[config.mk]
export PLATFORM = sky130hd
export DESIGN_NAME = pift_ram
export DESIGN_NICKNAME = d
export VERILOG_FILES = /design/src/rtl/core/pift_ram.sv
export SDC_FILE = /design/constraint.sdc
export NUM_CORES = 1
export LEC_CHECK = 0
export BUFFER_PORTS_ARGS = -buffer_cell sky130_fd_sc_hd__buf_2
export CAP_MARGIN = 15
export CORE_ASPECT_RATIO = 1.4
export CORE_MARGIN = 3
export CORE_UTILIZATION = 46
export CTS_BUF_LIST = sky130_fd_sc_hd__clkbuf_8
export DETAILED_ROUTE_END_ITERATION = 7
export HOLD_SLACK_MARGIN = 0.15
export PLACE_DENSITY = 0.64
export SETUP_SLACK_MARGIN = 0.05
export SLEW_MARGIN = 20
export SYNTH_ARGS = -nofsm -noshare
export SYNTH_HDL_FRONTEND = slang
export SYNTH_SLANG_ARGS = --single-unit
export TNS_END_PERCENT = 5
[constraint.sdc]
create_clock -name clock -period 1.75 [get_ports clock]
set_input_delay 0.35 -clock clock [delete_from_list [all_inputs] [get_ports clock]]
set_output_delay 0.35 -clock clock [all_outputs]
set_load 0.005 [all_outputs]
[src/rtl/core/pift_ram.sv]
// generic single-port-write ram with registered read
`default_nettype none
module pift_ram #(
   parameter int Width = 8,
   parameter int Depth = 16
) (
   input  wire                      clock,
   input  wire                      wr_en,
   input  wire [$clog2(Depth)-1:0]  wr_addr,
   input  wire [Width-1:0]          wr_data,
   input  wire                      rd_en,
   input  wire [$clog2(Depth)-1:0]  rd_addr,
   output logic [Width-1:0]         rd_data
);
   logic [Width-1:0] mem [Depth];
   always_ff @(posedge clock) begin
      if (wr_en) mem[wr_addr] <= wr_data;
      if (rd_en) rd_data <= mem[rd_addr];
   end
endmodule
`default_nettype wire

==> results.py <==
metrics = {
    "finish": {
        "final_nets": 310,
        "finalNonFillerCells": 443,
        "nFillCells": 858,
        "insertedDiodeCount": 0,
        "drive_gt1_frac": 0.3311,
        "syn_to_final_growth_pct": 17.19,
        "fin_util": 0.5579,
    },
    "floorplan": {
        "fp-row-count": 45,
        "pin_count": 27,
        "start_util": 0.4761,
        "die_area_mm2": 0.01270,
        "die_h_um": 132.1,
        "die_width_um": 96.10,
        "coreArea_mm2": 0.01098,
    },
    "global_route": {
        "grt_pass1_wl_mm": 15.39,
        "antenna_found_initial": 0,
        "grt_pass1_vias": 2595,
        "grt-ovfl-total": 0,
        "grt_max_degree": 17,
        "globalRouteTotalUtil": 0.1759,
    },
    "drt": {
        "drtAntennaViolNets": 0,
        "wl_mm": 9.952,
        "drt-pass1-iter-count": 4,
        "drc": 0,
        "drt_iter0_drc": 269,
        "routedWlPerCell_um": 22.47,
        "num_vias": 2489,
        "vias_per_cell": 5.619,
    },
    "logic_synthesis": {
        "synth_area_per_cell_um2": 22.83,
        "synth_warnings": 0,
        "syn_area_mm2": 0.005228,
        "ys_seq_area_frac": 0.7812,
        "ys_types": 18,
        "synth_cells": 229,
        "ys_seq_elements": 136,
        "syn_nets": 248,
    },
    "critical_path": {
        "crit_end": "rd_data[2]$_DFFE_PP_",
        "rr_worst_depth": 3,
        "arrival_ns": 1.64,
        "critical_path.cell_chain": "mux4_1 > a22oi_1 > nand2_1",
        "cp-start-kind": "flip-flop",
        "slowest_stage": "mux4_1",
        "r2r-start": "mem[8][2]$_DFFE_PP_",
        "startpoint": "mem[8][2]$_DFFE_PP_",
        "required_ns": 1.92,
        "slowest_delay_ns": 0.50,
        "r2r_slack_ns": 0.28,
        "r2r_end": "rd_data[2]$_DFFE_PP_",
        "cp_max_fo": 1,
        "criticalPathCategory": "flip-flop to flip-flop",
        "critical_path.endpoint_type": "flip-flop",
    },
    "pwr": {
        "irDropWorstVdd_mv": 0.6325,
        "power_density_mw_per_mm2": 1128,
        "power_leakage_nw": 2.095,
        "power_mw": 6.912,
    },
    "sta": {
        "fmax_mhz": 680.6,
        "layout_min_cycle_time_ns": 1.469,
        "finalCritPeriodShare": 0.8396,
        "setup_viol": 0,
        "tns_ns": 0,
        "hold_violations": 0,
        "rsz0062_at_grt": "no",
        "max-slew-margin-rel": 0.4970,
        "finalWorstSetupSlack_ns": 0.2808,
        "finClkSkew_ns": 0.007160,
        "worst_pin_slew_ns": 0.7518,
        "slew_viol_final": 0,
    },
    "clock_tree": {
        "post_cts_buffers": 0,
        "cts-root-buf": "clkbuf_8",
        "cts_sinks": 136,
        "h-tree-depth": 4,
        "hold_buffers": 0,
        "cts_resized": 0,
        "clk_pin_slew_worst_paths_ns": 0.07,
        "cts_buffer_depth": 2,
        "cts_buffers": 17,
        "clk_latency_ns": 0.42,
        "cts_tree": "built",
    },
    "place": {
        "dp.cells": 413,
        "port_buffers": 26,
        "globalplace.congestion": 0.7200,
        "dp_worst_setup_slack_ns": -0.1483,
        "hpwl_mm": 6.648,
    },
    "job": {
        "drv_cap": 0,
    },
    "worst_hold_path": {
        "hold_class": "primary input to flip-flop",
    },
    "outcome": {
        "status": "complete, no violations",
    },
}
-- flip-flops by register name, summed over array words and instances, names as in the netlist --
signal   cells
rd_data      8
mem        128
-- cells by family after synthesis --
family / after synthesis / share of synthesized area
compound gates: 16 / 0.02298
buf+inv: 10 / 0.01651
flops: 136 / 0.7812
mux: 32 / 0.1479
simple gates: 35 / 0.03136
-- critical path, delay by kind of cell, from the launching register on --
family | cells | cell delay, ns
multiplexers | 1 | 0.50
flip-flops | 1 | 0.36
AND/OR/NAND/NOR | 1 | 0.08
AO/OA/AOI/OAI | 1 | 0.28
-- worst min-delay path by stage --
stage / startpoint / end / cells past startpoint / slack [ns]
after global routing: rd_en / rd_data[7]$_DFFE_PP_ / 1 / 0.25
after global placement: wr_data[3] / mem[5][3]$_DFFE_PP_ / 1 / 0.73
after floorplan: wr_data[0] / mem[0][0]$_DFFE_PP_ / 0 / 0.45
after CTS: rd_en / rd_data[4]$_DFFE_PP_ / 1 / 0.27
final: rd_en / rd_data[7]$_DFFE_PP_ / 1 / 0.30
after detailed placement: rd_en / rd_data[3]$_DFFE_PP_ / 1 / 0.73
-- cell usage after synthesis, drive strengths merged --
library cell / count / area, µm²
nand3: 1 / 5.000
a22oi: 16 / 120.1
edfxtp: 136 / 4084
clkdlybuf4s25: 3 / 30.03
nor3: 4 / 20.02
and2b: 1 / 7.510
nand3b: 2 / 15.01
or3b: 1 / 8.760
and2: 1 / 6.260
mux4: 32 / 773.2
nand2: 9 / 33.78
nor2b: 1 / 6.260
nand2b: 2 / 12.51
nor2: 13 / 48.80
buf: 7 / 56.30
-- per-stage QoR --
stage                     hold WS, ns  cell area (µm²)
final                          0.2981             6126
after detailed placement       0.7348             5680
after global placement         0.7270             5680
after global routing           0.2540             6126
after CTS                      0.2708             6126
after floorplan                0.4489             5233
-- area by class of cell --
class / instances / area [µm²] / share of cell area
multi-input combinational: 83 / 1062 / 0.1734
clock buffer: 17 / 234.0 / 0.03819
sequential: 136 / 4084 / 0.6667
tap: 141 / 176.4 / 0.02880
timing repair buffer: 53 / 357.8 / 0.05841
clock inverter: 13 / 211.5 / 0.03452
-- layer usage --
layer,wire (µm),track usage,share of wire,vias up
li1,-,-,-,1100
met1,4094,0.2286,0.41,1294
met2,5315,0.2808,0.53,88
met3,447,0.05597,0.045,7
met4,95,0.05617,0.0095,0
met5,0,0,0,-
-- where the power goes --
group          total (mW)  internal [mW]  switching, mW  leakage (nW)
sequential           3.69           3.67         0.0181          1.24
combinational       0.346          0.154          0.192         0.624
clock                2.88           1.80           1.08         0.235
total                6.91           5.62           1.29          2.09
-- placed cells by master, fill, tap and decap left out, drive strengths merged --
cell type    n
nor2        13
or3b         1
clkbuf      17
bufinv       6
nor3         4
inv          2
clkinv       5
and2b        1
nand2b       2
buf         53
nor2b        1
edfxtp     136
nand3b       2
nand3        1
a22oi       16
nand2        9
mux4        32
and2         1
Power figures use the tool's default switching activity.
